<file path="src/rtl/core/ps2mct_pkg.sv">
// Shared types, constants and helper functions for the PS/2 mouse cursor tracker.
// No dependencies; imported by every module of the block.
package ps2mct_pkg;

	// Configuration register indexes
	localparam logic [2:0] CFG_ENABLE  = 3'd0;
	localparam logic [2:0] CFG_COL_MAX = 3'd1;
	localparam logic [2:0] CFG_ROW_MAX = 3'd2;
	localparam logic [2:0] CFG_X_THR   = 3'd3;
	localparam logic [2:0] CFG_Y_THR   = 3'd4;

	localparam int CFG_INDEX_W = 3;
	localparam int CFG_DATA_W  = 7;

	// Configuration reset values
	localparam logic [6:0] COL_MAX_RST = 7'd79;
	localparam logic [4:0] ROW_MAX_RST = 5'd24;
	localparam logic [5:0] X_THR_RST   = 6'd6;
	localparam logic [4:0] Y_THR_RST   = 5'd8;

	// Delta clamp limits and the reciprocal used for the divide by six
	localparam logic signed [7:0] X_CLAMP = 8'sd80;
	localparam logic signed [7:0] Y_CLAMP = 8'sd64;
	localparam logic [5:0]        DIV6_RECIP = 6'd43; // round(256 / 6), exact for 0..64

	// Header byte bits
	localparam int HDR_X_OVF = 6;
	localparam int HDR_Y_OVF = 7;

	// Glyph codes
	localparam logic [1:0] GLYPH_PLUS   = 2'd0;
	localparam logic [1:0] GLYPH_LEFT   = 2'd1;
	localparam logic [1:0] GLYPH_RIGHT  = 2'd2;
	localparam logic [1:0] GLYPH_MIDDLE = 2'd3;

	// Button bits
	localparam int BTN_LEFT   = 0;
	localparam int BTN_RIGHT  = 1;
	localparam int BTN_MIDDLE = 2;

	typedef enum logic [1:0] {
		PH_HEADER = 2'd0,
		PH_X      = 2'd1,
		PH_Y      = 2'd2
	} frame_phase_t;

	// Framer result for one byte: button and delta state after the byte, plus flags
	typedef struct packed {
		logic [2:0]        buttons;
		logic signed [7:0] x_delta;
		logic signed [7:0] y_delta;
		logic              button_event;
		logic              packet_done;
		logic              overflow_drop;
	} pkt_info_t;

	function automatic logic [1:0] glyph_of(input logic [2:0] btn);
		logic [1:0] g;
		if (btn[BTN_LEFT])
			g = GLYPH_LEFT;
		else if (btn[BTN_RIGHT])
			g = GLYPH_RIGHT;
		else if (btn[BTN_MIDDLE])
			g = GLYPH_MIDDLE;
		else
			g = GLYPH_PLUS;
		return g;
	endfunction

endpackage

</file>
<file path="src/rtl/core/ps2mct_framer.sv">
// Three-byte packet framer: holds framing phase, header, X byte, buttons and deltas.
// Depends on ps2mct_pkg.
module ps2mct_framer (
	input  logic                   clk,
	input  logic                   arst_n,
	input  logic                   step,
	input  logic                   enable,
	input  logic [7:0]             rx_byte,
	output ps2mct_pkg::pkt_info_t  info
);
	import ps2mct_pkg::*;

	frame_phase_t      phase_q, phase_d;
	logic [7:0]        header_q, header_d;
	logic [7:0]        x_byte_q, x_byte_d;
	logic [2:0]        buttons_q;
	logic signed [7:0] x_delta_q, y_delta_q;

	always_comb begin
		phase_d  = phase_q;
		header_d = header_q;
		x_byte_d = x_byte_q;
		info.buttons       = buttons_q;
		info.x_delta       = x_delta_q;
		info.y_delta       = y_delta_q;
		info.button_event  = 1'b0;
		info.packet_done   = 1'b0;
		info.overflow_drop = 1'b0;
		if (enable) begin
			case (phase_q)
				PH_HEADER: begin
					header_d = rx_byte;
					phase_d  = PH_X;
				end
				PH_X: begin
					x_byte_d = rx_byte;
					phase_d  = PH_Y;
				end
				default: begin
					phase_d          = PH_HEADER;
					info.packet_done = 1'b1;
					if (header_q[HDR_Y_OVF] || header_q[HDR_X_OVF]) begin
						// drop the packet, keep buttons and deltas
						info.overflow_drop = 1'b1;
					end else begin
						info.button_event = (header_q[2:0] != 3'd0) || (buttons_q != 3'd0);
						info.buttons      = header_q[2:0];
						info.x_delta      = x_byte_q;
						info.y_delta      = rx_byte;
					end
				end
			endcase
		end
	end

	always_ff @(posedge clk or negedge arst_n) begin
		if (!arst_n) begin
			phase_q   <= PH_HEADER;
			header_q  <= '0;
			x_byte_q  <= '0;
			buttons_q <= '0;
			x_delta_q <= '0;
			y_delta_q <= '0;
		end else if (step) begin
			phase_q   <= phase_d;
			header_q  <= header_d;
			x_byte_q  <= x_byte_d;
			buttons_q <= info.buttons;
			x_delta_q <= info.x_delta;
			y_delta_q <= info.y_delta;
		end
	end

endmodule

</file>
<file path="src/rtl/core/ps2mct_motion.sv">
// Motion tracker: scales deltas, accumulates them and steps the bounded cursor.
// Depends on ps2mct_pkg.
module ps2mct_motion (
	input  logic              clk,
	input  logic              arst_n,
	input  logic              step,
	input  logic signed [7:0] x_delta,
	input  logic signed [7:0] y_delta,
	input  logic [6:0]        col_max,
	input  logic [4:0]        row_max,
	input  logic [5:0]        x_thr,
	input  logic [4:0]        y_thr,
	output logic [6:0]        col_next,
	output logic [4:0]        row_next
);
	import ps2mct_pkg::*;

	logic signed [6:0] x_accum_q, x_accum_d;
	logic signed [5:0] y_accum_q, y_accum_d;
	logic [6:0]        col_q;
	logic [4:0]        row_q;

	logic signed [7:0] cx, xq, x_sum, x_thr_s;
	logic signed [7:0] cy, yq;
	logic [6:0]        y_mag;
	logic [12:0]       y_prod;
	logic [3:0]        y_quot;
	logic signed [6:0] y_sum, y_thr_s;
	logic              x_up, x_dn, y_up, y_dn;
	logic signed [8:0] col_tmp;
	logic signed [6:0] row_tmp;

	always_comb begin
		// X: clamp to +-80, halve with truncation toward zero
		if (x_delta > X_CLAMP)
			cx = X_CLAMP;
		else if (x_delta < -X_CLAMP)
			cx = -X_CLAMP;
		else
			cx = x_delta;
		xq = (cx + $signed({7'b0, cx[7]})) >>> 1;

		// Y: clamp to +-64, divide magnitude by six through the reciprocal
		if (y_delta > Y_CLAMP)
			cy = Y_CLAMP;
		else if (y_delta < -Y_CLAMP)
			cy = -Y_CLAMP;
		else
			cy = y_delta;
		y_mag  = cy[7] ? 7'(-cy) : cy[6:0];
		y_prod = {6'b0, y_mag} * {7'b0, DIV6_RECIP};
		y_quot = y_prod[11:8];
		yq     = cy[7] ? -$signed({4'b0, y_quot}) : $signed({4'b0, y_quot});

		x_sum   = 8'(x_accum_q) + xq;
		x_thr_s = $signed({2'b0, x_thr});
		x_up    = x_sum > x_thr_s;
		x_dn    = x_sum < -x_thr_s;
		x_accum_d = (x_up || x_dn) ? 7'sd0 : x_sum[6:0];

		y_sum   = 7'(y_accum_q) + yq[6:0];
		y_thr_s = $signed({2'b0, y_thr});
		y_up    = y_sum > y_thr_s;
		y_dn    = y_sum < -y_thr_s;
		y_accum_d = (y_up || y_dn) ? 6'sd0 : y_sum[5:0];

		// X+ moves right; Y+ moves up, so the row decreases
		col_tmp = $signed({2'b0, col_q});
		if (x_up)
			col_tmp = col_tmp + 9'sd1;
		else if (x_dn)
			col_tmp = col_tmp - 9'sd1;
		if (col_tmp < 9'sd0)
			col_next = '0;
		else if (col_tmp > $signed({2'b0, col_max}))
			col_next = col_max;
		else
			col_next = col_tmp[6:0];

		row_tmp = $signed({2'b0, row_q});
		if (y_up)
			row_tmp = row_tmp - 7'sd1;
		else if (y_dn)
			row_tmp = row_tmp + 7'sd1;
		if (row_tmp < 7'sd0)
			row_next = '0;
		else if (row_tmp > $signed({2'b0, row_max}))
			row_next = row_max;
		else
			row_next = row_tmp[4:0];
	end

	always_ff @(posedge clk or negedge arst_n) begin
		if (!arst_n) begin
			x_accum_q <= '0;
			y_accum_q <= '0;
			col_q     <= '0;
			row_q     <= '0;
		end else if (step) begin
			x_accum_q <= x_accum_d;
			y_accum_q <= y_accum_d;
			col_q     <= col_next;
			row_q     <= row_next;
		end
	end

endmodule

</file>
<file path="src/rtl/core/ps2_mouse_packet_cursor_tracker.sv">
// PS/2 mouse packet framer and text-cursor tracker, top level.
// Throughput: one byte per cycle, set by the single update from the input
// register into the result register; result register stalls only on out_ready.
// Reset (arst_n low, asynchronous): framing, buttons, deltas, accumulators and
// cursor go to zero; configuration returns to disabled, 79 x 24, thresholds 6 and 8.
// Depends on ps2mct_pkg, ps2mct_framer and ps2mct_motion.
module ps2_mouse_packet_cursor_tracker (
	input  logic                                clk,
	input  logic                                arst_n,
	// Configuration write port
	input  logic                                cfg_wr_en,
	input  logic [ps2mct_pkg::CFG_INDEX_W-1:0]  cfg_index,
	input  logic [ps2mct_pkg::CFG_DATA_W-1:0]   cfg_data,
	// Byte input channel
	input  logic                                in_valid,
	output logic                                in_ready,
	input  logic [7:0]                          rx_byte,
	// Result channel
	output logic                                out_valid,
	input  logic                                out_ready,
	output logic [6:0]                          cursor_col,
	output logic [4:0]                          cursor_row,
	output logic                                left_down,
	output logic                                right_down,
	output logic                                middle_down,
	output logic [1:0]                          glyph,
	output logic                                button_event,
	output logic                                packet_done,
	output logic                                overflow_drop
);
	import ps2mct_pkg::*;

	// Configuration registers
	logic       enable_q;
	logic [6:0] col_max_q;
	logic [4:0] row_max_q;
	logic [5:0] x_thr_q;
	logic [4:0] y_thr_q;

	// Input register
	logic       valid_s1;
	logic [7:0] rx_byte_s1;

	// Result register
	logic       valid_s2;
	logic [6:0] col_s2;
	logic [4:0] row_s2;
	logic [2:0] buttons_s2;
	logic [1:0] glyph_s2;
	logic       event_s2, done_s2, drop_s2;

	logic       advance;
	pkt_info_t  info;
	logic [6:0] col_next;
	logic [4:0] row_next;

	always_ff @(posedge clk or negedge arst_n) begin
		if (!arst_n) begin
			enable_q  <= 1'b0;
			col_max_q <= COL_MAX_RST;
			row_max_q <= ROW_MAX_RST;
			x_thr_q   <= X_THR_RST;
			y_thr_q   <= Y_THR_RST;
		end else if (cfg_wr_en) begin
			case (cfg_index)
				CFG_ENABLE:  enable_q  <= cfg_data[0];
				CFG_COL_MAX: col_max_q <= cfg_data[6:0];
				CFG_ROW_MAX: row_max_q <= cfg_data[4:0];
				CFG_X_THR:   x_thr_q   <= cfg_data[5:0];
				CFG_Y_THR:   y_thr_q   <= cfg_data[4:0];
				default:     ; // drop writes to unmapped indexes
			endcase
		end
	end

	// Advance the held byte whenever the result register is free or being drained;
	// the state update happens on this same edge.
	assign advance  = valid_s1 && (!valid_s2 || out_ready);
	assign in_ready = !valid_s1 || advance;

	always_ff @(posedge clk or negedge arst_n) begin
		if (!arst_n) begin
			valid_s1 <= 1'b0;
		end else if (in_ready) begin
			valid_s1 <= in_valid;
		end
	end

	always_ff @(posedge clk) begin
		if (in_ready && in_valid) begin
			rx_byte_s1 <= rx_byte;
		end
	end

	ps2mct_framer u_framer (
		.clk     (clk),
		.arst_n  (arst_n),
		.step    (advance),
		.enable  (enable_q),
		.rx_byte (rx_byte_s1),
		.info    (info)
	);

	// Movement uses the deltas as they stand after this byte's framing
	ps2mct_motion u_motion (
		.clk      (clk),
		.arst_n   (arst_n),
		.step     (advance),
		.x_delta  (info.x_delta),
		.y_delta  (info.y_delta),
		.col_max  (col_max_q),
		.row_max  (row_max_q),
		.x_thr    (x_thr_q),
		.y_thr    (y_thr_q),
		.col_next (col_next),
		.row_next (row_next)
	);

	always_ff @(posedge clk or negedge arst_n) begin
		if (!arst_n) begin
			valid_s2 <= 1'b0;
		end else if (advance) begin
			valid_s2 <= 1'b1;
		end else if (out_ready) begin
			valid_s2 <= 1'b0;
		end
	end

	always_ff @(posedge clk) begin
		if (advance) begin
			col_s2     <= col_next;
			row_s2     <= row_next;
			buttons_s2 <= info.buttons;
			glyph_s2   <= glyph_of(info.buttons);
			event_s2   <= info.button_event;
			done_s2    <= info.packet_done;
			drop_s2    <= info.overflow_drop;
		end
	end

	assign out_valid     = valid_s2;
	assign cursor_col    = col_s2;
	assign cursor_row    = row_s2;
	assign left_down     = buttons_s2[BTN_LEFT];
	assign right_down    = buttons_s2[BTN_RIGHT];
	assign middle_down   = buttons_s2[BTN_MIDDLE];
	assign glyph         = glyph_s2;
	assign button_event  = event_s2;
	assign packet_done   = done_s2;
	assign overflow_drop = drop_s2;

endmodule
</file>
<file path="config.mk">
export PLATFORM = sky130hd
export DESIGN_NAME = ps2_mouse_packet_cursor_tracker
export DESIGN_NICKNAME = d
export VERILOG_FILES = /design/src/rtl/core/ps2mct_pkg.sv /design/src/rtl/core/ps2mct_framer.sv /design/src/rtl/core/ps2mct_motion.sv /design/src/rtl/core/ps2_mouse_packet_cursor_tracker.sv
export SDC_FILE = /design/constraint.sdc
export NUM_CORES = 1
export LEC_CHECK = 0
export BUFFER_PORTS_ARGS = -buffer_cell sky130_fd_sc_hd__clkbuf_2
export CAP_MARGIN = 20
export CELL_PAD_IN_SITES_DETAIL_PLACEMENT = 0
export CELL_PAD_IN_SITES_GLOBAL_PLACEMENT = 2
export CORE_ASPECT_RATIO = 0.7
export CORE_MARGIN = 4
export CORE_UTILIZATION = 40
export DETAILED_ROUTE_END_ITERATION = 10
export GPL_ROUTABILITY_DRIVEN = 0
export PLACE_DENSITY_LB_ADDON = 0.1
export REMOVE_ABC_BUFFERS = 1
export SYNTH_ARGS = -nofsm -noshare
export SYNTH_HDL_FRONTEND = slang
export SYNTH_SLANG_ARGS = --single-unit
</file>
<file path="constraint.sdc">
create_clock -name clk -period 12.8 [get_ports clk]
set_clock_uncertainty 0.2 [all_clocks]
set_input_delay 1.92 -clock clk [delete_from_list [all_inputs] [get_ports clk]]
set_output_delay 1.92 -clock clk [all_outputs]
set_load 0.005 [all_outputs]
</file>
==> results of run 1 <==
-- state kept, by name (all words and copies together) (netlist names), 2 cells and up --
signal,flops
buttons_s2,3
col_max_q,7
cursor_col,7
cursor_row,5
glyph,2
row_max_q,5
rx_byte_s1,8
u_framer.buttons_q,3
u_framer.header_q,5
u_framer.phase_q,2
u_framer.x_byte_q,8
u_framer.x_delta_q,8
u_framer.y_delta_q,8
u_motion.col_q,7
u_motion.row_q,5
u_motion.x_accum_q,7
u_motion.y_accum_q,6
x_thr_q,6
y_thr_q,5
-- worst max-delay path: cells and delay by family (launching register included) --
family	cells	cell delay, ns
buf+inv	3	0.20
compound gates	18	5.23
simple gates	7	1.89
xor+xnor	3	0.82
fa+ha+maj	8	2.90
flops	1	0.40
mux	1	0.20
-- placed cells by master (no fill, tap or decap), types with 20 or more instances in the layout --
cell type / instances
nand2_1: 103
ha_1: 85
inv_1: 79
dfrtp_1: 75
o21ai_0: 48
clkbuf_2: 44
a21oi_1: 36
mux2_2: 35
nor2_1: 29
edfxtp_1: 28
nand3_1: 24
xor2_1: 20
-- per-layer routing --
metal,GRT usage,share of wire
met1,0.2882,0.52
met2,0.2837,0.43
met3,0.03744,0.037
met4,0.05282,0.013
met5,0,0
-- cell families (layout without fill, tap and decap cells) --
group,after synthesis,after routing
buffers and inverters,106,164
and+or+nand+nor,255,255
xor gates and xnor gates,37,37
muxes,51,51
AOI/OAI and AO/OA,209,209
adders and majority gates,93,93
DFF,113,113
-- final cells by class --
type                            instances  area [um^2]  area share
Sequential cell                       113         2980      0.3172
Tap cell                              270        337.8     0.03595
Clock buffer                           17        425.4     0.04527
Multi-Input combinational cell        645         4841      0.5152
Inverter                               79        296.5     0.03156
Clock inverter                         15        207.7     0.02210
Timing Repair Buffer                   53        307.8     0.03276
-- stage by stage --
stage,util,area (um^2),hold WS [ns]
2_1_floorplan,-,8112,0.2492
3_3_place_gp,0.4359,8723,0.2650
3_5_place_dp,0.4359,8723,0.2772
4_1_cts,0.4675,9356,0.2908
5_1_grt,0.4695,9397,0.3152
6_report,0.4695,9397,0.2852
-- worst paths after layout --
check                      slack, ns                  start                     to  cells after the start
setup / recovery                0.87   u_framer.header_q[7]      u_motion.row_q[1]                     40
setup reg to reg                0.87   u_framer.header_q[7]      u_motion.row_q[1]                     40
hold reg to reg                 0.29  u_motion.x_accum_q[6]  u_motion.x_accum_q[6]                      2
max in group asynchronous      10.37                 arst_n           col_max_q[3]                      3
min in group asynchronous       1.14                 arst_n  u_framer.y_delta_q[3]                      1
hold / removal                  0.29  u_motion.x_accum_q[6]  u_motion.x_accum_q[6]                      2
==> reports/summary.txt, run 1 <==
max_slew headroom -> 0.3907
num ports -> 45
Setup Viol. Count Final -> 0
vias in the first global route -> 6688
initial core utilization -> 0.4109
Post-Synth Simple-Gate Area -> 0.1589
max_cap viols -> 0
Layout area overhead -> 14.27%
post-CTS setup buffers -> 0
# diodes -> 0
via count -> 6609
worst path arrival time -> 12.08 ns
slack of the critical path -> 0.8735 ns
Avg Cell Area, Syn -> 9.517 um^2
Synth async-reset ratio -> 0.7522
final antenna-violating net count -> 0
number of synthesized flops with an enable pin -> 28
CP required -> 12.96 ns
# rows -> 43
CP Max Fanout -> 10
ys flop type -> dfrtp_1
Synth area leaders -> dfrtp_1, ha_1, edfxtp_1
gr ovfl total -> 0
Min-Delay Path Class -> flop to flop
Yosys reg bits -> 113
max-slew violation count -> 0
Placed Cells -> 1157
status -> complete, no violations
Yosys top cell area share -> 0.2282
dpl ws -> 0.7983 ns
f_max -> 0.08385 GHz
Crit Path Category -> flop to flop
routed vias/inst -> 5.544
core area -> 0.02001 mm^2
Post-Synth Adder-Cell Area -> 0.1488
die area -> 0.02295 mm^2
synthesized cell area -> 0.008223 mm^2
hpwl dp -> 15.76 mm
Die Span Y -> 128.0 um
library cells used by synthesis -> 77
port bufs -> 44
share of layout cells above drive strength 1 -> 0.1605
minimum clock period -> 11.93 ns
root buffer cell -> clkbuf_16
CTS tree -> done
most common cell in the netlist -> nand2_1
CP endpoint kind -> flop
mux share of post-synthesis cell area -> 0.06802
drt first-iter violations -> 485
Residual DRC -> 0
Initial DRT Pass Iterations -> 5
setup TNS -> 0 ns
Syn Inst Count -> 864
synthesis warning total -> 0
cts hold-fix bufs -> 0
Clk Latency, worst-skew pair -> 0.42 ns
die width -> 179.4 um
sequential-to-total area share from yosys stat -> 0.3624
most frequent cell on the critical path -> ha_1
Slowest cell on crit path -> or4_1
startpoint types -> flop
fin crit share -> 0.9318
unrepaired setup endpoints after global routing -> false
Final Instance Count excl. Fillers -> 1192
final hold violations -> 0
CTS H-tree depth -> 4
Critical Path Max Stage Delay -> 0.77 ns
# nets final -> 1025
Synth Area in Compound Gates -> 0.1729
Tightest Pin Transition -> 0.9070 ns
post-CTS sizing -> 0
first-pass GRT wire length -> 35.07 mm
area leader, netlist -> dfrtp_1
CTS sink count -> 113
clk buf depth -> 2
cts bufs inserted -> 17
WL/cell -> 17.56 um
CTS clock-pin slew for the worst setup and hold paths -> 0.06 ns
Fill cells -> 1891
WL final -> 20.93 mm
largest net degree at the start of global routing -> 75
commonest cells in the netlist -> nand2_1, ha_1, inv_1
main combinational cell family by area after synthesis -> compound AO/OA/AOI/OAI gates
GR Util All Layers -> 0.1924
initial antenna violation count -> 0
xor and xnor area share after synthesis -> 0.03941
Power of run 1 is not shown: default switching activity piles up to over one toggle a cycle in this logic, so the estimate is an artifact.
==> inputs of run 2 (changes only) <==
--- a/config.mk
+++ b/config.mk
@@ -9,7 +9,6 @@
 export CAP_MARGIN = 20
 export CELL_PAD_IN_SITES_DETAIL_PLACEMENT = 0
 export CELL_PAD_IN_SITES_GLOBAL_PLACEMENT = 2
-export CORE_ASPECT_RATIO = 0.7
 export CORE_MARGIN = 4
 export CORE_UTILIZATION = 40
 export DETAILED_ROUTE_END_ITERATION = 10
==> run 2 against run 1 <==
- count of clock-buffer cells in the layout increased by 3
- wire length down 3.1%
- register-to-register slack gained 0.35 ns
- sequential cell count unchanged
- non-clock buffer count decreased by 2
- hold slack worse by 0.0095 ns
- final area shrank 1.5%
- die area fell by 0.16%
- critical endpoint is now cursor_row[4]
==> reports/summary.txt, run 2 (synthesized netlist as in run 1, its figures left out) <==
status -> complete, no violations
via count -> 6540
Min-Delay Path Class -> flop to flop
initial core utilization -> 0.4064
CP endpoint kind -> flop
cts bufs inserted -> 17
f_max -> 0.08637 GHz
CTS sink count -> 113
Placed Cells -> 1157
startpoint types -> flop
routed vias/inst -> 5.496
Layout area overhead -> 12.60%
gr ovfl total -> 0
Clk Latency, worst-skew pair -> 0.41 ns
CP required -> 12.76 ns
clk buf depth -> 2
Initial DRT Pass Iterations -> 5
port bufs -> 44
post-CTS sizing -> 0
R2R Setup Slk -> 1.22 ns
Slowest cell on crit path -> or4_1
largest net degree at the start of global routing -> 69
slack of the critical path -> 1.222 ns
unrepaired setup endpoints after global routing -> false
Critical Path Max Stage Delay -> 0.74 ns
max-slew violation count -> 0
post-CTS setup buffers -> 0
share of layout cells above drive strength 1 -> 0.1554
final hold violations -> 0
CTS clock-pin slew for the worst setup and hold paths -> 0.05 ns
CP Max Fanout -> 11
max_cap viols -> 0
setup TNS -> 0 ns
most frequent cells in the layout -> nand2_1, ha_1, inv_1
WL final -> 20.28 mm
Reg-to-Reg Start -> u_framer.header_q[7]
root buffer cell -> clkbuf_16
Residual DRC -> 0
die width -> 151.4 um
hpwl dp -> 14.98 mm
final antenna-violating net count -> 0
drt first-iter violations -> 289
CTS H-tree depth -> 4
most frequent cell on the critical path -> ha_1
Setup Viol. Count Final -> 0
minimum clock period -> 11.58 ns
Tightest Pin Transition -> 1.018 ns
max_slew headroom -> 0.3118
num ports -> 45
core area -> 0.02023 mm^2
Hold Path Depth -> 2
Crit Path Category -> flop to flop
worst path arrival time -> 11.54 ns
# rows -> 52
FF-to-FF End -> cursor_row[4]
Final Instance Count excl. Fillers -> 1190
min-delay src -> u_framer.x_delta_q[7]
cts hold-fix bufs -> 0
GR Util All Layers -> 0.1854
initial antenna violation count -> 0
hold endpoint -> u_framer.x_delta_q[7]
reg2reg path depth -> 40
Die Span Y -> 151.4 um
CTS tree -> done
fin crit share -> 0.9045
# diodes -> 0
die area -> 0.02291 mm^2
dpl ws -> 1.404 ns
WHS -> 0.2757 ns
vias in the first global route -> 6683
# nets final -> 1023
WL/cell -> 17.04 um
commonest non-fill, non-tap cell in the layout -> nand2_1
first-pass GRT wire length -> 33.64 mm
[run 2: cell count changes in the layout (fill, tap and decap cells not counted), sizes merged]
cell / change
clkinv: +2
clkinvlp: +2
bufinv: -4
inv: -3
buf: -1
clkbuf: +2
[run 2: per-stage QoR]
step	util	cell area, um^2
after detailed placement	0.4314	8730
after CTS	0.4573	9254
after global placement	0.4314	8730
final	0.4576	9259
after floorplan	-	8112
after global routing	0.4576	9259
[run 2: worst max-delay path, delay by kind of cell (launching register included)]
family	cells	cell delay [ns]
AND/OR/NAND/NOR	8	1.96
flip-flops	1	0.39
XOR/XNOR	3	0.64
adder cells (fa/ha/maj)	8	2.83
AO/OA/AOI/OAI	18	5.13
buffers and inverters	3	0.19
[run 2: worst max path at each step]
| stage | slack (ns) | startpoint | end | depth (start not counted) |
|---|---|---|---|---|
| floorplan | 1.27 | u_framer.header_q[7] | cursor_row[4] | 40 |
| global placement | 1.62 | u_framer.header_q[7] | cursor_row[4] | 40 |
| detailed placement | 1.40 | u_framer.header_q[7] | cursor_row[4] | 40 |
| CTS | 1.31 | u_framer.header_q[7] | cursor_row[4] | 40 |
| global route | 0.38 | u_framer.header_q[6] | cursor_row[4] | 40 |
| finish | 1.22 | u_framer.header_q[7] | cursor_row[4] | 40 |
[run 2: final cells by class]
cell class | count | area (um^2)
clock inverter | 12 | 67.56
timing repair buffer | 51 | 272.8
inverter | 79 | 296.5
fill | 1938 | 10980
clock buffer | 20 | 456.7
sequential | 113 | 2980
tap | 270 | 337.8
multi-input combinational | 645 | 4847
[run 2: per-layer routing]
| layer | GRT usage | vias up | share of wire | wire length (um) |
|---|---|---|---|---|
| met2 | 0.3127 | 131 | 0.48 | 9716 |
| met3 | 0.03441 | 23 | 0.036 | 723 |
| met1 | 0.2425 | 3155 | 0.47 | 9510 |
| li1 | - | 3231 | - | - |
| met5 | 0 | - | 0 | 0 |
| met4 | 0.05440 | 0 | 0.016 | 325 |
Power of run 2 is left out for the same reason.
